===== config.mk =====
export PLATFORM = sky130hd
export DESIGN_NAME = sorted_group_best_select_unit
export DESIGN_NICKNAME = d
export VERILOG_FILES = /design/src/design/sgbs_pkg.sv /design/src/design/sgbs_merge.sv /design/src/design/sgbs_out_queue.sv /design/src/design/sorted_group_best_select_unit.sv
export SDC_FILE = /design/constraint.sdc
export NUM_CORES = 2
export LEC_CHECK = 0
export BUFFER_PORTS_ARGS = -buffer_cell sky130_fd_sc_hd__buf_2
export CELL_PAD_IN_SITES_DETAIL_PLACEMENT = 2
export CELL_PAD_IN_SITES_GLOBAL_PLACEMENT = 2
export CORE_MARGIN = 4
export CORE_UTILIZATION = 50
export CTS_BUF_LIST = sky130_fd_sc_hd__clkbuf_8
export DETAILED_ROUTE_END_ITERATION = 10
export PLACE_DENSITY = 0.95
export REMOVE_ABC_BUFFERS = 1
export SLEW_MARGIN = 20
export SYNTH_ARGS = -nofsm -noshare
export SYNTH_HDL_FRONTEND = slang
export SYNTH_SLANG_ARGS = --single-unit

===== constraint.sdc =====
create_clock -name clk -period 22.5 [get_ports clk]
set_input_delay 3.375 -clock clk [delete_from_list [all_inputs] [get_ports clk]]
set_output_delay 3.375 -clock clk [all_outputs]
set_load 0.05 [all_outputs]

===== src/design/sgbs_pkg.sv =====
// ----------------------------------------------------------------------------
// sgbs_pkg
// shared types and constants of the sorted group best select unit
// ----------------------------------------------------------------------------
package sgbs_pkg;

    localparam int unsigned QDEPTH   = 4;
    localparam int unsigned QPTR_W   = $clog2(QDEPTH);
    localparam int unsigned QCNT_W   = $clog2(QDEPTH + 1);
    localparam logic [31:0] COUNT_MAX = 32'hFFFF_FFFF;

    typedef struct packed {
        logic [31:0] site;
        logic [31:0] doc;
        logic [31:0] score;
        logic [63:0] popularity;
        logic [31:0] total;
        logic [31:0] mtime;
        logic [31:0] handle;
        logic [7:0]  section;
    } group_t;

    typedef struct packed {
        group_t grp;
        logic   fin;
    } result_t;

    typedef struct packed {
        logic push_first;
        logic push_second;
    } push_t;

endpackage


===== src/design/sgbs_merge.sv =====
// ----------------------------------------------------------------------------
// sgbs_merge
// folds one request into the open group and decides which groups close
// ----------------------------------------------------------------------------
module sgbs_merge
(
    input  logic                have_group,
    input  sgbs_pkg::group_t    cur_group,
    input  sgbs_pkg::group_t    rec,
    input  logic                last_item,
    output logic                have_group_next,
    output sgbs_pkg::group_t    group_next,
    output sgbs_pkg::push_t     push,
    output sgbs_pkg::result_t   first_result,
    output sgbs_pkg::result_t   second_result
);

    logic               same_site;
    logic               keep_old;
    logic [32:0]        sum;
    logic [31:0]        sat_total;
    sgbs_pkg::group_t   merged;
    sgbs_pkg::result_t  old_result;
    sgbs_pkg::result_t  fin_result;

    assign same_site = have_group && (cur_group.site == rec.site);
    assign sum       = {1'b0, cur_group.total} + {1'b0, rec.total};
    assign sat_total = sum[32] ? sgbs_pkg::COUNT_MAX : sum[31:0];

    always_comb
    begin
        if (cur_group.score != rec.score)
        begin
            keep_old = cur_group.score > rec.score;
        end
        else if (cur_group.popularity != rec.popularity)
        begin
            keep_old = cur_group.popularity > rec.popularity;
        end
        else
        begin
            keep_old = cur_group.doc < rec.doc;
        end
    end

    always_comb
    begin
        if (same_site)
        begin
            merged       = keep_old ? cur_group : rec;
            merged.site  = cur_group.site;
            merged.total = sat_total;
        end
        else
        begin
            merged = rec;
        end
    end

    assign group_next      = merged;
    assign have_group_next = !last_item;

    assign old_result = '{grp: cur_group, fin: 1'b0};
    assign fin_result = '{grp: merged, fin: 1'b1};

    // old group closes on a site change, the merged one on the last request
    assign push.push_first  = (have_group && !same_site) || last_item;
    assign push.push_second = have_group && !same_site && last_item;

    assign first_result  = (have_group && !same_site) ? old_result : fin_result;
    assign second_result = fin_result;

endmodule


===== src/design/sgbs_out_queue.sv =====
// ----------------------------------------------------------------------------
// sgbs_out_queue
// small result queue taking up to two results a cycle, one out a cycle while out_ready is high
// ----------------------------------------------------------------------------
module sgbs_out_queue
(
    input  logic                clk,
    input  logic                rst_n,
    input  sgbs_pkg::push_t     push,
    input  sgbs_pkg::result_t   first_result,
    input  sgbs_pkg::result_t   second_result,
    output logic                has_room,
    output logic                out_valid,
    input  logic                out_ready,
    output sgbs_pkg::result_t   head
);

    localparam int unsigned W = sgbs_pkg::QPTR_W;
    localparam int unsigned C = sgbs_pkg::QCNT_W;

    sgbs_pkg::result_t  entry_reg [sgbs_pkg::QDEPTH];
    logic [W-1:0]       wr_ptr_reg;
    logic [W-1:0]       wr_ptr_next;
    logic [W-1:0]       rd_ptr_reg;
    logic [W-1:0]       rd_ptr_next;
    logic [C-1:0]       count_reg;
    logic [C-1:0]       count_next;
    logic [W-1:0]       wr_ptr_second;
    logic               pop;
    logic [C-1:0]       n_push;

    assign pop           = out_valid && out_ready;
    assign n_push        = C'(push.push_first) + C'(push.push_second);
    assign wr_ptr_second = wr_ptr_reg + W'(1);
    assign wr_ptr_next   = wr_ptr_reg + W'(n_push);
    assign rd_ptr_next   = rd_ptr_reg + W'(pop);
    assign count_next    = count_reg + n_push - C'(pop);

    assign out_valid = count_reg != '0;
    assign has_room  = count_reg <= C'(sgbs_pkg::QDEPTH - 2);
    assign head      = entry_reg[rd_ptr_reg];

    always_ff @(posedge clk or negedge rst_n)
    begin
        if (!rst_n)
        begin
            wr_ptr_reg <= '0;
            rd_ptr_reg <= '0;
            count_reg  <= '0;
        end
        else
        begin
            wr_ptr_reg <= wr_ptr_next;
            rd_ptr_reg <= rd_ptr_next;
            count_reg  <= count_next;
        end
    end

    for (genvar i = 0; i < sgbs_pkg::QDEPTH; i++)
    begin : g_entry
        always_ff @(posedge clk)
        begin
            if (push.push_first && (wr_ptr_reg == W'(i)))
            begin
                entry_reg[i] <= first_result;
            end
            else if (push.push_second && (wr_ptr_second == W'(i)))
            begin
                entry_reg[i] <= second_result;
            end
        end
    end

endmodule


===== src/design/sorted_group_best_select_unit.sv =====
// ----------------------------------------------------------------------------
// sorted_group_best_select_unit
// keeps the best record and a saturating count per run of equal site ids
// ----------------------------------------------------------------------------
// usage:
//   input channel in_valid/in_ready carries one document record per request,
//   sorted by site_key. output channel out_valid/out_ready carries finished
//   groups: site, best record, summed doc_count and final_group.
//   a group closes when site_key changes; a request with last_item set also
//   closes its own group with final_group high, so one request gives zero,
//   one or two results.
//   a closing request writes its results into the result queue when accepted.
//   throughput: one request per cycle while in_ready is high, set by the
//   single compare-and-merge step on the open group; both results of a request
//   go in at once; the four-entry queue drains one per cycle on out_ready.
//   in_ready is high while the result queue holds at most two results, so a
//   stalled receiver holds off the input once three results are pending.
//   reset empties the queue and closes any open group.
// ----------------------------------------------------------------------------
module sorted_group_best_select_unit
(
    input  logic        clk,
    input  logic        rst_n,
    input  logic        in_valid,
    output logic        in_ready,
    input  logic [31:0] site_key,
    input  logic [31:0] doc_id,
    input  logic [31:0] doc_score,
    input  logic [63:0] popularity,
    input  logic [31:0] doc_count,
    input  logic [31:0] modified_time,
    input  logic [31:0] text_handle,
    input  logic [7:0]  section_tag,
    input  logic        last_item,
    output logic        out_valid,
    input  logic        out_ready,
    output logic [31:0] out_site,
    output logic [31:0] out_doc,
    output logic [31:0] out_score,
    output logic [63:0] out_popularity,
    output logic [31:0] group_total,
    output logic [31:0] out_time,
    output logic [31:0] out_handle,
    output logic [7:0]  out_section,
    output logic        final_group
);

    logic               have_group_reg;
    logic               have_group_next;
    sgbs_pkg::group_t   group_reg;
    sgbs_pkg::group_t   group_next;
    sgbs_pkg::group_t   rec;
    sgbs_pkg::push_t    merge_push;
    sgbs_pkg::push_t    push;
    sgbs_pkg::result_t  first_result;
    sgbs_pkg::result_t  second_result;
    sgbs_pkg::result_t  head;
    logic               accept;

    assign accept = in_valid && in_ready;

    assign rec = '{site: site_key, doc: doc_id, score: doc_score,
                   popularity: popularity, total: doc_count,
                   mtime: modified_time, handle: text_handle,
                   section: section_tag};

    sgbs_merge u_merge
    (
        .have_group      (have_group_reg),
        .cur_group       (group_reg),
        .rec             (rec),
        .last_item       (last_item),
        .have_group_next (have_group_next),
        .group_next      (group_next),
        .push            (merge_push),
        .first_result    (first_result),
        .second_result   (second_result)
    );

    assign push.push_first  = accept && merge_push.push_first;
    assign push.push_second = accept && merge_push.push_second;

    always_ff @(posedge clk or negedge rst_n)
    begin
        if (!rst_n)
        begin
            have_group_reg <= 1'b0;
        end
        else if (accept)
        begin
            have_group_reg <= have_group_next;
        end
    end

    always_ff @(posedge clk)
    begin
        if (accept)
        begin
            group_reg <= group_next;
        end
    end

    sgbs_out_queue u_queue
    (
        .clk           (clk),
        .rst_n         (rst_n),
        .push          (push),
        .first_result  (first_result),
        .second_result (second_result),
        .has_room      (in_ready),
        .out_valid     (out_valid),
        .out_ready     (out_ready),
        .head          (head)
    );

    assign out_site       = head.grp.site;
    assign out_doc        = head.grp.doc;
    assign out_score      = head.grp.score;
    assign out_popularity = head.grp.popularity;
    assign group_total    = head.grp.total;
    assign out_time       = head.grp.mtime;
    assign out_handle     = head.grp.handle;
    assign out_section    = head.grp.section;
    assign final_group    = head.fin;

endmodule

# Word level (Yosys, flattened, before mapping)
# Memory sizes are Yosys's and may differ from the RTL's.
# Cells that the tools add are included.
[word_totals]
regBits = 272
latchBits = 0
ram_bits = 1060
rom_bits = 0
output_inout_bits = 267
mem_count = 1
[classes]
n_addsub = 7
n_mul = 0
n_div = 0
magnitude_cmp = 4
eq_ne = 9
n_shift = 0
muxes = 36
bitwise_logic = 4
n_reduce_logical = 23
[mem_list]
columns = ["memory", "depth", "word_bits", "read_ports", "rd_clocked_by_memory_dff", "wr", "line", "rtl"]
rows = [
  ["u_queue.entry_reg", 4, 265, 1, 0, 2, "sgbs_out_queue.sv:21", "sgbs_pkg::result_t entry_reg [sgbs_pkg::QDEPTH];"],
]
[op_table]
columns = ["cell", "n"]
rows = [
  ["two-way mux 265 bit", 7],
  ["OR reduction 265 bit", 2],
  ["two-way mux 264 bit", 1],
  ["two-way mux 232 bit", 1],
  ["> comparator 64 bit", 1],
  ["!= test 64 bit", 1],
  ["adder 32 x 32 -> 33 bit", 1],
  ["== test 32 bit", 1],
  ["> comparator 32 bit", 1],
  ["< comparator 32 bit", 1],
  ["two-way mux 32 bit", 1],
  ["!= test 32 bit", 1],
  ["two-way mux 1 bit", 24],
  ["logical AND 1 bit", 15],
  ["== test 2 bit (second input constant)", 4],
  ["== test 2 x 1 -> 1 bit (second input constant)", 2],
  ["logical NOT 2 bit", 2],
  ["two-way mux 2 bit", 2],
  ["OR 1 bit", 4],
  ["adder 3 bit", 1],
  ["<= comparator 3 x 2 -> 1 bit (second input constant)", 1],
  ["nonzero test 3 bit", 1],
  ["subtractor 3 x 1 -> 3 bit", 1],
  ["adder 1 x 1 -> 2 bit", 1],
  ["other kinds (5)", 6],
]

# Logic depth before layout (Yosys ltp)
[logic_depth]
depth_word = 13
depth_mapped = 14

# Hierarchy
# From an unflattened synthesis, not the netlist that was laid out.
[hier_totals]
cells_unflattened = 4520
area_unflattened_um2 = 73234.0
[modules_own_cells]
columns = ["module", "n_inst", "cells_each", "area_per_inst_um2", "seq_area_each_um2"]
rows = [
  ["sgbs_out_queue", 1, 2601, 51084.0, 32005.7],
  ["sgbs_merge", 1, 1650, 14158.6, 0.0],
  ["sorted_group_best_select_unit", 1, 269, 7991.4, 7952.6],
]

# Worst setup path after synthesis
# Ideal clock, no wire load.
[synth_timing]
path_kind = "in2reg"
from = "input port site_key[9]"
to = "memory u_queue.entry_reg[1][0] (netlist bit) (enable)"
setup_time_ns = 0.899
arrival_time_ns = 15.414
t_required_ns = 21.601
setup_slack_ns = 6.187
path_stages = 8
path_buffers = 1
cell_sequence = "xor2_1 nor4_1 nand4_1 o31a_1 clkbuf_1 nand2_1 a21o_1 nor2_1"
[synth_rtl]
columns = ["element", "line", "rtl"]
rows = [
  ["start: declaration", "sorted_group_best_select_unit.sv:26", "input logic [31:0] site_key,"],
  ["end: declaration", "sgbs_out_queue.sv:21", ""],
]

==> impl_metrics.py <==
metrics = {
    "logic_synthesis": {
        "synth-seq-cells": 1332,
        "synth_top_family_by_area": "multiplexers",
        "synthMuxAreaShare_pct": 25.5,
        "synth.most_common_cell": "edfxtp_1",
        "synth_area_um2": 66800,
        "yosys_warnings": 0,
        "synth_xor_xnor_area_share_pct": 0.840,
        "synth.largest_area_cell": "edfxtp_1",
        "synth_compound_area_share_pct": 5.91,
        "synth-adder-area-share_pct": 3.15,
        "synth_cell_type_count": 67,
        "syn_avg_cell_area_um2": 16.6,
        "synthArstFlopShare_pct": 0.601,
        "synth_edf_count": 1323,
        "synthCells": 4027,
        "synthTopCellsByCount": "edfxtp_1 (1323), mux2_2 (819), mux4_2 (265)",
        "netlist.area_leader.share_pct": 59.5,
        "netlist_top_cells_area": "edfxtp_1 (60%), mux2_2 (14%), mux4_2 (8.9%)",
        "ys_seq_area_share_pct": 59.8,
        "yosys.area_share.simple_pct": 1.90,
        "ys.flop_type": "edfxtp_1",
    },
    "worst_setup_path": {
        "crit_required_ns": 23.26,
        "critPathBufInv": 5,
        "cp_max_fo": 64,
        "reg2reg_slack_ns": 15.52,
        "crit_top_cell": "buf_4",
        "endpoint_kind": "flop",
        "cp_cell_sequence": "buf_2 -> inv_1 -> ha_1 -> nand4_1 -> nor4_1 -> and2_1 -> a221o_1 -> o21ai_1 -> or3b_4 -> buf_4 -> a21oi_4 -> buf_4 -> buf_4 -> a22o_1",
        "critPathArrivalTime_ns": 9.82,
        "criticalPathCategory": "primary input to flop",
        "startpoint_type": "primary input",
        "crit_path_max_incr_delay_ns": 0.90,
        "slowest_stage": "buf_4",
        "crit_family": "buffers and inverters",
    },
    "clock_network": {
        "htree_num_levels": 4,
        "clock-root-buffer": "clkbuf_8",
        "cts_buffers": 222,
        "holdBufCountCts": 0,
        "cts.sinks": 1332,
        "worstSkewPairLatency_ns": 0.97,
        "cts_setup_buffers": 0,
        "cts_resized": 0,
        "cts_tree": "built",
        "cts_buffer_depth": 3,
        "clk_pin_slew_ns": 0.08,
    },
    "placed_design": {
        "dp_hpwl_um": 151000,
        "place_congestion": 0.832,
        "place_area_um2": 70900,
        "port_buffers": 535,
        "placed_cells": 6098,
    },
    "pwr": {
        "switching_share_pct": 44.7,
        "p_clk_share_pct": 19.7,
        "p_int_mw": 6.00,
        "net-switching-power_mw": 4.84,
        "peakVddDrop_uv": 118,
        "power_frac_comb_pct": 44.9,
        "powerDensity_nw_per_um2": 144,
        "pwr-share-seq_pct": 35.4,
        "p_leak_nw": 26.6,
        "finalPower_mw": 10.8,
    },
    "drt": {
        "wl_um": 273000,
        "firstDrtPassIters": 5,
        "wl_per_cell_um": 41.5,
        "drt_iter0_markers": 5449,
        "ant_nets": 0,
        "via_per_inst": 6.88,
        "drcViolationCount": 0,
        "vias": 45200,
    },
    "flow_run": {
        "maxCapViolations": 0,
    },
    "finish": {
        "fin_area_um2": 75100,
        "largest_reg_flops": 1060,
        "final_cells": 6574,
        "finalNetCount": 5003,
        "drive_gt1_share_pct": 41.1,
        "multi_input_area_um2": 25000,
        "fillCellCount": 11300,
        "regArea_um2": 40000,
        "syn_to_final_growth_pct": 12.5,
    },
    "floorplanning": {
        "initial_core_util_pct": 50.5,
        "die_x_um": 373,
        "design.core.area_um2": 132000,
        "dieArea_um2": 139000,
        "num_rows": 133,
        "io_pins": 536,
        "die_y_um": 373,
    },
    "sta": {
        "min_period_ns": 9.06,
        "holdWs_ns": 0.530,
        "maxSlewViolCount": 0,
        "finalSetupViolCount": 0,
        "hold_viol_final": 0,
        "period_share_pct": 40.3,
        "slew_headroom_pct": 18.9,
        "timing.fmax_mhz": 110,
        "fin_skew_ns": 0.101,
        "tightest_slew_ns": 1.22,
        "grt_setup_unrepaired": "false",
        "fin_setup_tns_ns": 0,
    },
    "global_route": {
        "grt_max_degree": 135,
        "grt_overflow_total": 0,
        "grt_pass1_vias": 48800,
        "antenna_found_initial": 80,
        "grt_first_pass_wirelength_um": 386000,
        "grt_usage_pct": 37.8,
    },
    "worst_hold_path": {
        "hold_path_class": "flop to flop",
    },
    "status": {
        "status": "finished clean",
    },
}
## worst paths after layout
check	startpoint	to	cells past startpoint
setup / recovery	doc_score[30]	u_queue.entry_reg[2][224]	14
hold reg to reg	u_queue.entry_reg[2][0]	u_queue.entry_reg[2][0]	2
setup reg to reg	group_reg[194]	u_queue.entry_reg[2][224]	12
min in group asynchronous	rst_n	u_queue.count_reg[0]	1
hold / removal	u_queue.entry_reg[2][0]	u_queue.entry_reg[2][0]	2
max in group asynchronous	rst_n	u_queue.rd_ptr_reg[0]	1
## cells by family after synthesis
logic type | after synthesis
xor+xnor | 64
buf+inv | 419
mux | 1248
compound gates | 533
fa+ha+maj | 167
flops | 1332
simple gates | 264
## stage by stage
stage,utilization (%),worst slack [ns]
finish,56.8,13.44
global route,56.8,13.26
CTS,56.7,13.44
detailed placement,53.7,12.85
global placement,53.7,13.07
floorplan,-,3.75
## power groups by stage
| stage | sequential, mW | combinational (mW) | clock [mW] |
|---|---|---|---|
| after floorplan | 3.95 | 3.50 | 0 |
| after global placement | 3.72 | 4.43 | 0 |
| after detailed placement | 3.81 | 4.66 | 0 |
| after CTS | 3.81 | 4.82 | 2.14 |
| after global routing | 3.85 | 4.97 | 2.25 |
| final | 3.83 | 4.87 | 2.13 |
## metal layers
layer | GRT usage, % | wire length (um) | up-vias
li1 | - | - | 17500
met1 | 43.7 | 94900 | 23800
met2 | 64.9 | 138000 | 3022
met3 | 7.69 | 20600 | 900
met4 | 23.2 | 19600 | 22
met5 | 0 | 149 | -
## worst min-delay path, cell delays in order (launching register included)
cell     delay, ns
dfxtp_1       0.33
nor2_1        0.10
a21oi_1       0.05
## placed cells by master, fill, tap and decap left out, types with 5 or more instances in the layout
| cell | count |
|---|---|
| edfxtp_1 | 1323 |
| mux2_2 | 819 |
| buf_2 | 535 |
| mux4_2 | 265 |
| a22o_1 | 258 |
| inv_1 | 226 |
| clkbuf_8 | 224 |
| ha_1 | 165 |
| mux2_1 | 163 |
| a21oi_1 | 117 |
| diode_2 | 73 |
| nor2_1 | 69 |
| clkinv_1 | 69 |
| nand2_1 | 66 |
| xor2_1 | 49 |
| o21ai_0 | 48 |
| buf_4 | 41 |
| nand4_1 | 28 |
| nand3_1 | 26 |
| a21o_1 | 22 |
| nor4_1 | 18 |
| clkinv_2 | 17 |
| xnor2_1 | 15 |
| a211oi_1 | 13 |
| nor3_1 | 12 |
| and3_1 | 8 |
| buf_12 | 8 |
| o21bai_1 | 7 |
| o31ai_1 | 6 |
| o211ai_1 | 6 |
| dfrtp_1 | 6 |
| nor2_4 | 5 |
| nor2b_1 | 5 |
| a31oi_1 | 5 |
| clkinvlp_4 | 5 |
| bufinv_16 | 5 |
## layout make-up
class                   count  share of cell area, %
diodes                     73                  0.243
clock buffers             224                   4.11
clock inverters           179                   1.19
inverters                 150                  0.760
multi-input cells        2276                   33.3
flip-flops and latches   1332                   53.2
well taps                1755                   2.92
repair buffers            585                   4.23
Power figures use the tool's default switching activity.
